`config.mk`:
```
export PLATFORM = sky130hd
export DESIGN_NAME = priority_yield_arbiter_with_aging_flat
export DESIGN_NICKNAME = d
export VERILOG_FILES = /design/src/rtl/pya_pkg.sv /design/src/rtl/pya_in_if.sv /design/src/rtl/pya_out_if.sv /design/src/rtl/pya_front.sv /design/src/rtl/pya_back.sv /design/src/rtl/priority_yield_arbiter_with_aging.sv /design/src/flat_wrapper.sv
export SDC_FILE = /design/constraint.sdc
export NUM_CORES = 2
export LEC_CHECK = 0
export BUFFER_PORTS_ARGS = -buffer_cell sky130_fd_sc_hd__buf_2
export CORE_UTILIZATION = 52
export CTS_CLUSTER_DIAMETER = 100
export CTS_CLUSTER_SIZE = 12
export DETAILED_ROUTE_END_ITERATION = 10
export GPL_TIMING_DRIVEN = 0
export MAX_ROUTING_LAYER = met4
export PLACE_DENSITY = 0.68
export REMOVE_ABC_BUFFERS = 1
export SYNTH_ARGS = -nofsm -noshare
export SYNTH_HDL_FRONTEND = slang
export SYNTH_SLANG_ARGS = --single-unit
```
`constraint.sdc`:
```
create_clock -name clk -period 11.9 [get_ports clk]
set_input_delay 2.38 -clock clk [delete_from_list [all_inputs] [get_ports clk]]
set_output_delay 2.38 -clock clk [all_outputs]
set_load 0.005 [all_outputs]
```
`src/rtl/pya_pkg.sv`:
```
// pya_pkg: shared types and constants of the priority yield arbiter
// item kinds, directive codes, register indexes, queue entry and control state
// no dependencies
package pya_pkg;

	typedef enum logic [1:0] {
		KIND_START    = 2'd0,
		KIND_CONFLICT = 2'd1,
		KIND_FINISH   = 2'd2,
		KIND_CLEAR    = 2'd3
	} kind_t;

	typedef enum logic [1:0] {
		ACT_PROCEED = 2'd0,
		ACT_SLOW    = 2'd1,
		ACT_YIELD   = 2'd2
	} action_t;

	localparam int CFG_IDX_W  = 3;
	localparam int CFG_DATA_W = 64;

	localparam logic [CFG_IDX_W-1:0] CFG_ROSTER    = 3'd0;
	localparam logic [CFG_IDX_W-1:0] CFG_RANKS     = 3'd1;
	localparam logic [CFG_IDX_W-1:0] CFG_MAX_YIELD = 3'd2;
	localparam logic [CFG_IDX_W-1:0] CFG_COOLDOWN  = 3'd3;
	localparam logic [CFG_IDX_W-1:0] CFG_HARD      = 3'd4;
	localparam logic [CFG_IDX_W-1:0] CFG_SLOW      = 3'd5;

	localparam logic [8:0] SPEED_FULL   = 9'd256;
	localparam logic [4:0] RANK_BOOSTED = 5'd16;

	typedef struct packed {
		logic [4:0]  roster_count;
		logic [63:0] priority_ranks;
		logic [15:0] max_yield_ms;
		logic [15:0] cooldown_ms;
		logic [15:0] hard_yield_ms;
		logic [8:0]  slow_scale;
	} cfg_t;

	typedef struct packed {
		kind_t       kind;
		logic [31:0] now_ms;
		logic [3:0]  agent_first;
		logic [3:0]  agent_second;
		logic [15:0] conflict_in_ms;
	} cmd_t;

	typedef enum logic [2:0] {
		ST_IDLE   = 3'b001,
		ST_START  = 3'b010,
		ST_FINISH = 3'b100
	} state_t;

endpackage

```
`src/rtl/pya_in_if.sv`:
```
// pya_in_if: input channel of the arbiter, valid/ready with one item payload
// no dependencies
interface pya_in_if;
	logic        valid;
	logic        ready;
	logic [1:0]  kind;
	logic [31:0] now_ms;
	logic [3:0]  agent_first;
	logic [3:0]  agent_second;
	logic [15:0] conflict_in_ms;

	modport source (output valid, kind, now_ms, agent_first, agent_second, conflict_in_ms,
		input ready);
	modport sink (input valid, kind, now_ms, agent_first, agent_second, conflict_in_ms,
		output ready);
endinterface

```
`src/rtl/pya_out_if.sv`:
```
// pya_out_if: directive channel of the arbiter, valid/ready with one directive payload
// no dependencies
interface pya_out_if;
	logic        valid;
	logic        ready;
	logic [3:0]  agent;
	logic [1:0]  action;
	logic [8:0]  speed_factor;
	logic [3:0]  rival;
	logic [15:0] rival_in_ms;
	logic        boost_active;
	logic        last;

	modport source (output valid, agent, action, speed_factor, rival, rival_in_ms, boost_active,
		last, input ready);
	modport sink (input valid, agent, action, speed_factor, rival, rival_in_ms, boost_active,
		last, output ready);
endinterface

```
`src/rtl/pya_front.sv`:
```
// pya_front: accepts item transactions, decodes the kind and holds them in a two-entry queue
// depends on pya_pkg and pya_in_if
module pya_front import pya_pkg::*; (
	input  logic   clk,
	input  logic   arst_n,
	pya_in_if.sink items,
	output cmd_t   cmd,
	output logic   cmd_valid,
	input  logic   cmd_pop
);

	cmd_t       entry_q [2];
	logic       wr_ptr_q;
	logic       rd_ptr_q;
	logic [1:0] count_q;
	logic       push;
	logic       pop;
	cmd_t       decoded;

	assign items.ready = (count_q != 2'd2);
	assign cmd_valid   = (count_q != 2'd0);
	assign cmd         = entry_q[rd_ptr_q];
	assign push        = items.valid && items.ready;
	assign pop         = cmd_pop && cmd_valid;

	always_comb begin
		decoded.kind           = kind_t'(items.kind);
		decoded.now_ms         = items.now_ms;
		decoded.agent_first    = items.agent_first;
		decoded.agent_second   = items.agent_second;
		decoded.conflict_in_ms = items.conflict_in_ms;
	end

	always_ff @(posedge clk) begin
		if (push) begin
			entry_q[wr_ptr_q] <= decoded;
		end
	end

	always_ff @(posedge clk or negedge arst_n) begin
		if (!arst_n) begin
			wr_ptr_q <= 1'b0;
			rd_ptr_q <= 1'b0;
			count_q  <= 2'd0;
		end else begin
			if (push) begin
				wr_ptr_q <= !wr_ptr_q;
			end
			if (pop) begin
				rd_ptr_q <= !rd_ptr_q;
			end
			case ({push, pop})
				2'b10: count_q <= count_q + 2'd1;
				2'b01: count_q <= count_q - 2'd1;
				default: count_q <= count_q;
			endcase
		end
	end

endmodule

```
`src/rtl/pya_back.sv`:
```
// pya_back: executes queued commands against the per-agent state, walks agents on start
// and finish transactions and drives the directive output register
// depends on pya_pkg and pya_out_if
module pya_back import pya_pkg::*; #(
	parameter int NUM_AGENTS = 16
) (
	input  logic      clk,
	input  logic      arst_n,
	input  cfg_t      cfg,
	input  cmd_t      cmd,
	input  logic      cmd_valid,
	output logic      cmd_pop,
	pya_out_if.source results
);

	localparam int AW = $clog2(NUM_AGENTS);
	localparam logic [AW-1:0] LAST_IDX = AW'(NUM_AGENTS - 1);

	state_t      state_q;
	logic [AW-1:0] idx_q;
	logic [31:0] round_time_q;

	logic        yielding_q   [NUM_AGENTS];
	logic [31:0] yield_start_q[NUM_AGENTS];
	logic [31:0] boost_end_q  [NUM_AGENTS];
	logic        boosted_q    [NUM_AGENTS];
	action_t     ract_q       [NUM_AGENTS];
	logic [3:0]  rrival_q     [NUM_AGENTS];
	logic [15:0] rtime_q      [NUM_AGENTS];

	logic        out_valid_q;
	logic [3:0]  out_agent_q;
	action_t     out_action_q;
	logic [8:0]  out_speed_q;
	logic [3:0]  out_rival_q;
	logic [15:0] out_time_q;
	logic        out_boost_q;
	logic        out_last_q;

	logic [4:0]  roster_n;
	logic        out_free;
	logic        finish_step;
	logic        idx_last;

	logic [31:0] ys_cur;
	logic [31:0] elapsed;
	logic [32:0] end_sum;
	logic [31:0] end_sat;
	logic        earn;
	logic        boost_new;

	logic [3:0]  fa;
	logic [3:0]  fb;
	logic        pair_ok;
	logic [4:0]  eff_a;
	logic [4:0]  eff_b;
	logic [3:0]  loser;
	logic [3:0]  winner;
	logic [AW-1:0] lidx;

	logic [8:0]  slow_eff;
	logic [8:0]  speed_cur;

	assign roster_n = (cfg.roster_count > 5'(NUM_AGENTS)) ? 5'(NUM_AGENTS) : cfg.roster_count;
	assign out_free = !out_valid_q || results.ready;
	assign finish_step = (state_q == ST_FINISH) && out_free;
	assign idx_last = ((5'(idx_q) + 5'd1) == roster_n);
	assign cmd_pop = (state_q == ST_IDLE);

	// boost earning during the start walk
	assign ys_cur  = yield_start_q[idx_q];
	assign elapsed = round_time_q - ys_cur;
	assign end_sum = {1'b0, round_time_q} + 33'(cfg.cooldown_ms);
	assign end_sat = end_sum[32] ? 32'hFFFF_FFFF : end_sum[31:0];
	assign earn = (5'(idx_q) < roster_n) && yielding_q[idx_q] && (round_time_q >= ys_cur)
		&& (elapsed > 32'(cfg.max_yield_ms));
	assign boost_new = earn ? ((cfg.cooldown_ms != 16'd0) && (round_time_q != 32'hFFFF_FFFF))
		: (round_time_q < boost_end_q[idx_q]);

	// conflict resolution
	assign fa = cmd.agent_first;
	assign fb = cmd.agent_second;
	assign pair_ok = (5'(fa) < roster_n) && (5'(fb) < roster_n);
	assign eff_a = boosted_q[fa[AW-1:0]] ? RANK_BOOSTED
		: {1'b0, cfg.priority_ranks[{fa, 2'b00} +: 4]};
	assign eff_b = boosted_q[fb[AW-1:0]] ? RANK_BOOSTED
		: {1'b0, cfg.priority_ranks[{fb, 2'b00} +: 4]};
	assign loser  = (eff_a < eff_b) ? fa : fb;
	assign winner = (eff_a < eff_b) ? fb : fa;
	assign lidx   = loser[AW-1:0];

	assign slow_eff = (cfg.slow_scale > SPEED_FULL) ? SPEED_FULL : cfg.slow_scale;

	always_comb begin
		case (ract_q[idx_q])
			ACT_YIELD: speed_cur = 9'd0;
			ACT_SLOW:  speed_cur = slow_eff;
			default:   speed_cur = SPEED_FULL;
		endcase
	end

	always_ff @(posedge clk or negedge arst_n) begin
		if (!arst_n) begin
			state_q      <= ST_IDLE;
			idx_q        <= '0;
			round_time_q <= 32'd0;
			out_valid_q  <= 1'b0;
			for (int i = 0; i < NUM_AGENTS; i++) begin
				yielding_q[i]    <= 1'b0;
				yield_start_q[i] <= 32'd0;
				boost_end_q[i]   <= 32'd0;
				boosted_q[i]     <= 1'b0;
				ract_q[i]        <= ACT_PROCEED;
				rrival_q[i]      <= 4'd0;
				rtime_q[i]       <= 16'd0;
			end
		end else begin
			if (finish_step) begin
				out_valid_q <= 1'b1;
			end else if (results.ready) begin
				out_valid_q <= 1'b0;
			end
			case (state_q)
				ST_IDLE: begin
					if (cmd_valid) begin
						case (cmd.kind)
							KIND_START: begin
								round_time_q <= cmd.now_ms;
								for (int i = 0; i < NUM_AGENTS; i++) begin
									ract_q[i]   <= ACT_PROCEED;
									rrival_q[i] <= 4'd0;
									rtime_q[i]  <= 16'd0;
								end
								idx_q   <= '0;
								state_q <= ST_START;
							end
							KIND_CONFLICT: begin
								if (pair_ok && (ract_q[lidx] != ACT_YIELD)) begin
									ract_q[lidx] <= (cmd.conflict_in_ms <= cfg.hard_yield_ms)
										? ACT_YIELD : ACT_SLOW;
									rrival_q[lidx] <= winner;
									rtime_q[lidx]  <= cmd.conflict_in_ms;
								end
							end
							KIND_FINISH: begin
								if (roster_n != 5'd0) begin
									idx_q   <= '0;
									state_q <= ST_FINISH;
								end
							end
							KIND_CLEAR: begin
								for (int i = 0; i < NUM_AGENTS; i++) begin
									yielding_q[i]    <= 1'b0;
									yield_start_q[i] <= 32'd0;
									boost_end_q[i]   <= 32'd0;
									boosted_q[i]     <= 1'b0;
								end
							end
							default: begin
							end
						endcase
					end
				end
				ST_START: begin
					if (earn) begin
						boost_end_q[idx_q] <= end_sat;
						yielding_q[idx_q]  <= 1'b0;
					end
					boosted_q[idx_q] <= boost_new;
					if (idx_q == LAST_IDX) begin
						idx_q   <= '0;
						state_q <= ST_IDLE;
					end else begin
						idx_q <= idx_q + 1'b1;
					end
				end
				ST_FINISH: begin
					if (out_free) begin
						if (ract_q[idx_q] == ACT_YIELD) begin
							if (!yielding_q[idx_q]) begin
								yielding_q[idx_q]    <= 1'b1;
								yield_start_q[idx_q] <= round_time_q;
							end
						end else begin
							yielding_q[idx_q] <= 1'b0;
						end
						if (idx_last) begin
							idx_q   <= '0;
							state_q <= ST_IDLE;
						end else begin
							idx_q <= idx_q + 1'b1;
						end
					end
				end
				default: begin
					state_q <= ST_IDLE;
				end
			endcase
		end
	end

	always_ff @(posedge clk) begin
		if (finish_step) begin
			out_agent_q  <= 4'(idx_q);
			out_action_q <= ract_q[idx_q];
			out_speed_q  <= speed_cur;
			out_rival_q  <= rrival_q[idx_q];
			out_time_q   <= rtime_q[idx_q];
			out_boost_q  <= boosted_q[idx_q];
			out_last_q   <= idx_last;
		end
	end

	assign results.valid        = out_valid_q;
	assign results.agent        = out_agent_q;
	assign results.action       = out_action_q;
	assign results.speed_factor = out_speed_q;
	assign results.rival        = out_rival_q;
	assign results.rival_in_ms  = out_time_q;
	assign results.boost_active = out_boost_q;
	assign results.last         = out_last_q;

endmodule

```
`src/rtl/priority_yield_arbiter_with_aging.sv`:
```
// priority_yield_arbiter_with_aging: top level, configuration registers, front queue and executor
// a transaction waits in the two-entry queue until the idle executor pops it; conflict and
// clear are done in idle; start walks all NUM_AGENTS agents, one agent per cycle
// finish walks the roster, one directive per cycle while the output register is free
// reset: asynchronous, all timers, directives and boosts clear, registers take their defaults
// depends on pya_pkg, pya_in_if, pya_out_if, pya_front and pya_back
module priority_yield_arbiter_with_aging import pya_pkg::*; #(
	parameter int NUM_AGENTS = 16
) (
	input  logic                  clk,
	input  logic                  arst_n,
	pya_in_if.sink                items,
	pya_out_if.source             results,
	input  logic                  cfg_we,
	input  logic [CFG_IDX_W-1:0]  cfg_idx,
	input  logic [CFG_DATA_W-1:0] cfg_wdata
);

	cfg_t cfg_q;
	cmd_t cmd;
	logic cmd_valid;
	logic cmd_pop;

	always_ff @(posedge clk or negedge arst_n) begin
		if (!arst_n) begin
			cfg_q.roster_count   <= 5'd16;
			cfg_q.priority_ranks <= 64'hFEDC_BA98_7654_3210;
			cfg_q.max_yield_ms   <= 16'd5000;
			cfg_q.cooldown_ms    <= 16'd3000;
			cfg_q.hard_yield_ms  <= 16'd1500;
			cfg_q.slow_scale     <= 9'd128;
		end else if (cfg_we) begin
			case (cfg_idx)
				CFG_ROSTER:    cfg_q.roster_count   <= cfg_wdata[4:0];
				CFG_RANKS:     cfg_q.priority_ranks <= cfg_wdata;
				CFG_MAX_YIELD: cfg_q.max_yield_ms   <= cfg_wdata[15:0];
				CFG_COOLDOWN:  cfg_q.cooldown_ms    <= cfg_wdata[15:0];
				CFG_HARD:      cfg_q.hard_yield_ms  <= cfg_wdata[15:0];
				CFG_SLOW:      cfg_q.slow_scale     <= cfg_wdata[8:0];
				default: begin
				end
			endcase
		end
	end

	pya_front u_front (
		.clk       (clk),
		.arst_n    (arst_n),
		.items     (items),
		.cmd       (cmd),
		.cmd_valid (cmd_valid),
		.cmd_pop   (cmd_pop)
	);

	pya_back #(
		.NUM_AGENTS (NUM_AGENTS)
	) u_back (
		.clk       (clk),
		.arst_n    (arst_n),
		.cfg       (cfg_q),
		.cmd       (cmd),
		.cmd_valid (cmd_valid),
		.cmd_pop   (cmd_pop),
		.results   (results)
	);

	a_yield_shape: assert property (@(posedge clk) disable iff (!arst_n)
		results.valid && (results.action == ACT_YIELD)
		|-> (results.speed_factor == 9'd0))
		else $error("yield directive with nonzero speed");

	a_proceed_shape: assert property (@(posedge clk) disable iff (!arst_n)
		results.valid && (results.action == ACT_PROCEED)
		|-> (results.speed_factor == SPEED_FULL) && (results.rival == 4'd0)
			&& (results.rival_in_ms == 16'd0))
		else $error("proceed directive carries a rival");

	a_agent_on_roster: assert property (@(posedge clk) disable iff (!arst_n)
		results.valid |-> ({1'b0, results.agent} < cfg_q.roster_count)
			&& (int'(results.agent) < NUM_AGENTS))
		else $error("directive for an agent off the roster");

endmodule
```
`src/flat_wrapper.sv`:
```
// flat-port wrapper written by rule: the top's interface ports become plain ports
module priority_yield_arbiter_with_aging_flat import pya_pkg::*;
#(
	parameter int NUM_AGENTS = 16
)
  (clk, arst_n, cfg_we, cfg_idx, cfg_wdata, items_valid, items_kind, items_now_ms, items_agent_first, items_agent_second, items_conflict_in_ms, items_ready, results_valid, results_agent, results_action, results_speed_factor, results_rival, results_rival_in_ms, results_boost_active, results_last, results_ready);
  pya_in_if items_i ();
  pya_out_if results_i ();
  input  logic clk;
  input  logic arst_n;
  input  logic cfg_we;
  input  logic [CFG_IDX_W-1:0] cfg_idx;
  input  logic [CFG_DATA_W-1:0] cfg_wdata;
  input wire logic [$bits(items_i.valid)-1:0] items_valid;
  input wire logic [$bits(items_i.kind)-1:0] items_kind;
  input wire logic [$bits(items_i.now_ms)-1:0] items_now_ms;
  input wire logic [$bits(items_i.agent_first)-1:0] items_agent_first;
  input wire logic [$bits(items_i.agent_second)-1:0] items_agent_second;
  input wire logic [$bits(items_i.conflict_in_ms)-1:0] items_conflict_in_ms;
  output wire logic [$bits(items_i.ready)-1:0] items_ready;
  output wire logic [$bits(results_i.valid)-1:0] results_valid;
  output wire logic [$bits(results_i.agent)-1:0] results_agent;
  output wire logic [$bits(results_i.action)-1:0] results_action;
  output wire logic [$bits(results_i.speed_factor)-1:0] results_speed_factor;
  output wire logic [$bits(results_i.rival)-1:0] results_rival;
  output wire logic [$bits(results_i.rival_in_ms)-1:0] results_rival_in_ms;
  output wire logic [$bits(results_i.boost_active)-1:0] results_boost_active;
  output wire logic [$bits(results_i.last)-1:0] results_last;
  input wire logic [$bits(results_i.ready)-1:0] results_ready;
  assign items_i.valid = items_valid;
  assign items_i.kind = items_kind;
  assign items_i.now_ms = items_now_ms;
  assign items_i.agent_first = items_agent_first;
  assign items_i.agent_second = items_agent_second;
  assign items_i.conflict_in_ms = items_conflict_in_ms;
  assign items_ready = items_i.ready;
  assign results_valid = results_i.valid;
  assign results_agent = results_i.agent;
  assign results_action = results_i.action;
  assign results_speed_factor = results_i.speed_factor;
  assign results_rival = results_i.rival;
  assign results_rival_in_ms = results_i.rival_in_ms;
  assign results_boost_active = results_i.boost_active;
  assign results_last = results_i.last;
  assign results_i.ready = results_ready;
  priority_yield_arbiter_with_aging #(.NUM_AGENTS(NUM_AGENTS)) u_core (.clk(clk), .arst_n(arst_n), .items(items_i), .results(results_i), .cfg_we(cfg_we), .cfg_idx(cfg_idx), .cfg_wdata(cfg_wdata));
endmodule
```
==> flow_summary_export.csv <==
group,metric,value,unit
detailed_routing,via_per_inst,6.91,
timing,slew_headroom,-1.06,%
yosys,synthAdderAreaFrac,2.11,%
die,row_count,143,
power_and_ir_drop,ir_drop,0.304,mV
detailed_routing,vias,58300,
critical_path,reg2reg_from,"u_core.u_front.rd_ptr_q",
hold_path,holdCritStartpoint,"u_core.u_back.yield_start_q[54]",
die,core,0.152,mm²
detailed_routing,ant_nets,0,
hold_path,min_to,"u_core.u_back.yield_start_q[54]",
timing,period_share,83.4,%
grt,overflow,0,
power_and_ir_drop,power_frac_seq,32.7,%
timing,tightestPinTransition,1.52,ns
yosys,synth_area,0.0800,mm²
clocking,insertion_delay,0.82,ns
yosys,synth_cell_type_count,70,
timing,finalSetupViolCount,0,
critical_path,reg2reg_slack,1.97,ns
critical_path,cp_data_arrival_time,10.53,ns
clocking,h-tree-depth,4,
detailed_routing,drt_iter0_drc,7792,
power_and_ir_drop,p_leak,0.0384,µW
timing,hold_violations,0,
power_and_ir_drop,switching_share,44.4,%
timing,slew_viol_final,20,
critical_path,cp_max_fo,31,
clocking,cts_hold_buf,0,
hold_path,hp-class,"register to register",
power_and_ir_drop,clkPwrFrac,22.5,%
place,pre_cts_slack,2.37,ns
hold_path,holdPathStages,2,
critical_path,crit_required,12.51,ns
place,place.port_buffers,168,
clocking,post-cts-setup-buffers,0,
die,die-area,0.155,mm²
run_status,status,"finished, violations left",
flow_run,maxCapViolCount,1,
die,pin_count,169,
yosys,synth_flop_cell,"dfrtp_1",
yosys,ys_ff_latch,1731,
critical_path,slowest_stage,"nand2b_1",
die,fp.dieH,394,µm
yosys,netlist_instances,6406,
die,initial_core_util,52.5,%
yosys,synth_mux_area_share,15.4,%
timing,postLayoutSetupSlackWorst,1.97,ns
clocking,cts.sinks,1731,
critical_path,max_stage_delay,1.22,ns
detailed_routing,first_pass_iters,8,
place,dpl.hpwl,161000,µm
critical_path,setup.worst_path.class,"register to register",
yosys,ys_seq_area_share,55.2,%
detailed_routing,wirelength,259000,µm
power_and_ir_drop,comb_power_share,44.8,%
die,fp.dieW,394,µm
detailed_routing,drc,0,
power_and_ir_drop,power.switching,9630,µW
grt,grt_pass1_vias,58200,
grt,grt_pass1_wl,387000,µm
layout,drive_above_1_share,19.4,%
yosys,synth_edf_count,153,
power_and_ir_drop,power_density,242,mW/mm²
yosys,yosysWarningCount,0,
timing,fmax,0.101,GHz
yosys,synth_compound_area_share,16.4,%
grt,grtUsageTotal,34.4,%
clocking,max-clock-path-buffers,3,
clocking,cts_tree,"done",
power_and_ir_drop,p_int,12100,µW
critical_path,crit_chain,"mux2i_4, inv_1, nand2_1, and3_1, a311oi_1, a311oi_1, nor3_1, ha_1, a21o_1, a21o_1, a21oi_1, nand2_1, o22ai_1, a22oi_1, o311ai_0, o221ai_1, and2_1, nor4_1, or3_1, nand2b_1, o2bb2ai_1",
timing,setup_tns,0,ns
yosys,synth_xor_area_share,0.482,%
layout,area_growth,12.2,%
yosys,yosys.area_share.simple,6.94,%
yosys,synth_top_family_by_area,"compound AO/OA/AOI/OAI gates",
yosys,syn_avg_cell_area,12.5,µm²
critical_path,start_kind,"register",
clocking,root_buffer,"clkbuf_16",
layout,nets,6574,
yosys,async_flop_share,91.2,%
place,gp_congestion,0.921,
timing,finalCriticalPeriod,9.93,ns
clocking,cts_resized,0,
grt,grt_max_degree,180,
clocking,cts-buffers-inserted,162,
run_status,violations,"capacitance limit, slew limit",
timing,rsz0062_at_grt,"no",
timing,whs,0.475,ns
clocking,clk_pin_slew,0.07,ns
grt,antenna_found_initial,9,
critical_path,end_kind,"register",
critical_path,r2r.worst_path.cells,21,
detailed_routing,wl_per_cell,30.7,µm
timing,skew,0.0431,ns
layout,fin_util,59.0,%
critical_path,reg2reg_to,"u_core.u_back.rtime_q[215]",
through the flow:
step	area, µm²	power [µW]	instances
5_1_grt	89800	22400	8436
2_1_floorplan	77800	12200	5839
3_5_place_dp	85000	16500	8174
6_report	89800	21700	8441
4_1_cts	89700	21400	8429
3_3_place_gp	81200	15400	8037
per-layer routing:
layer  vias to the layer above  wire length [µm]  GRT usage, %
li1                      23700                 -             -
met1                     30000            101000          46.2
met2                      3796            116000          49.3
met3                       777             31200          10.1
met4                         0             11500          13.4
met5                         -                 0             -
cell families (layout without fill, tap and decap cells):
| group | count (synthesis) | count (layout) |
|---|---|---|
| xor+xnor | 44 | 44 |
| fa+ha+maj | 134 | 134 |
| flops | 1731 | 1731 |
| other cells | 0 | 10 |
| simple gates | 1288 | 1288 |
| mux | 645 | 645 |
| buf+inv | 727 | 722 |
| compound gates | 1837 | 1837 |
worst max-delay path: cells and delay by family, from the launching register on:
kind / cells / cell delay [ns]
simple gates: 8 / 3.33
compound gates: 10 / 3.25
flops: 1 / 0.95
mux: 1 / 0.92
buf+inv: 1 / 0.86
fa+ha+maj: 1 / 0.34
placed cells by master, fill, tap and decap left out, types with 54 or more instances in the layout:
cell type  synthesis  routed
dfstp_2           54      54
buf_12             0      72
nand2_1          869     854
a22o_1           546     546
buf_2             56     167
clkbuf_16          0     162
edfxtp_1         153     153
a21oi_1           72      72
mux2i_1           80      60
ha_1             132     132
mux2_2           105     105
inv_1            154     154
o21ai_0          653     647
clkbuf_1         455      76
o2bb2ai_1        335     320
dfrtp_1         1524    1520
nor2_1            90      86
mux4_2           456     456
nand3_1           99      94
registers in the layout (all words and copies together) (netlist names), 2 cells and up:
name and count:
u_core.u_front.count_q 2, u_core.u_back.yield_start_q 512, u_core.u_back.ract_q 32, u_core.u_front.entry_q 116, u_core.u_back.rrival_q 64, u_core.u_back.boosted_q 16, u_core.u_back.results.agent 4, u_core.u_back.boost_end_q 512
u_core.u_back.results.rival 4, u_core.u_back.rtime_q 256, u_core.u_back.results.rival_in_ms 16, u_core.u_back.results.action 2, u_core.u_back.round_time_q 32, u_core.u_back.idx_q 4, u_core.cfg_q 126, u_core.u_back.state_q 3
u_core.u_back.yielding_q 16, u_core.u_back.results.speed_factor 9
worst max path at each step:
stage               slack (ns)                              to               startpoint  cells after the start
floorplan                -8.72  u_core.u_back.boost_end_q[480]   u_core.u_back.idx_q[0]                     29
global placement        -25.46  u_core.u_back.boost_end_q[148]                   arst_n                      1
detailed placement        2.37      u_core.u_back.rtime_q[215]  u_core.u_front.rd_ptr_q                     20
CTS                       2.37      u_core.u_back.rtime_q[215]  u_core.u_front.rd_ptr_q                     19
global route              1.67      u_core.u_back.rtime_q[215]  u_core.u_front.rd_ptr_q                     20
finish                    1.97      u_core.u_back.rtime_q[215]  u_core.u_front.rd_ptr_q                     21
Yosys cell counts (all sizes together), types with 6 or more instances:
master | number | area [µm²]
a31oi | 14 | 87.6
or2 | 6 | 37.5
nand2b | 36 | 225
a221o | 17 | 170
nor2b | 23 | 144
o21a | 13 | 97.6
dfrtp | 1524 | 38100
nor4 | 12 | 75.1
mux4 | 456 | 10300
and2 | 24 | 150
mux2i | 83 | 851
a21boi | 7 | 52.6
o2bb2ai | 335 | 2930
o21ai | 689 | 3450
nor3 | 22 | 110
nand3 | 99 | 495
or3 | 8 | 50.1
a21o | 43 | 323
a211oi | 11 | 82.6
o311ai | 10 | 87.6
dfstp | 54 | 1420
clkbuf | 455 | 1710
nand4 | 22 | 138
ha | 132 | 1650
xnor2 | 26 | 228
a22oi | 10 | 75.1
buf | 112 | 505
a311oi | 25 | 219
a22o | 546 | 4780
mux2 | 106 | 1200
nand2 | 869 | 3260
and3 | 55 | 344
edfxtp | 153 | 4590
o22ai | 8 | 50.1
a21oi | 72 | 360
nor2 | 91 | 344
xor2 | 18 | 158
inv | 160 | 601
power by group through the flow:
| stage | logic (µW) | registers, µW | clock network (µW) |
|---|---|---|---|
| 3_3_place_gp | 7830 | 7590 | 0 |
| 3_5_place_dp | 9380 | 7160 | 0 |
| 4_1_cts | 9420 | 7060 | 4910 |
| 2_1_floorplan | 4930 | 7230 | 0 |
| 5_1_grt | 10100 | 7120 | 5140 |
| 6_report | 9730 | 7090 | 4880 |
final cells by class:
cell class	instances	area (µm²)
antenna	10	25.0
clock buffer	239	4350
clock inverter	16	315
fill	11800	62500
inverter	160	608
multi-input combinational	3948	33900
sequential	1731	44200
tap	2030	2540
timing repair buffer	307	3810
Note: power is estimated with default switching activity, not from simulation.
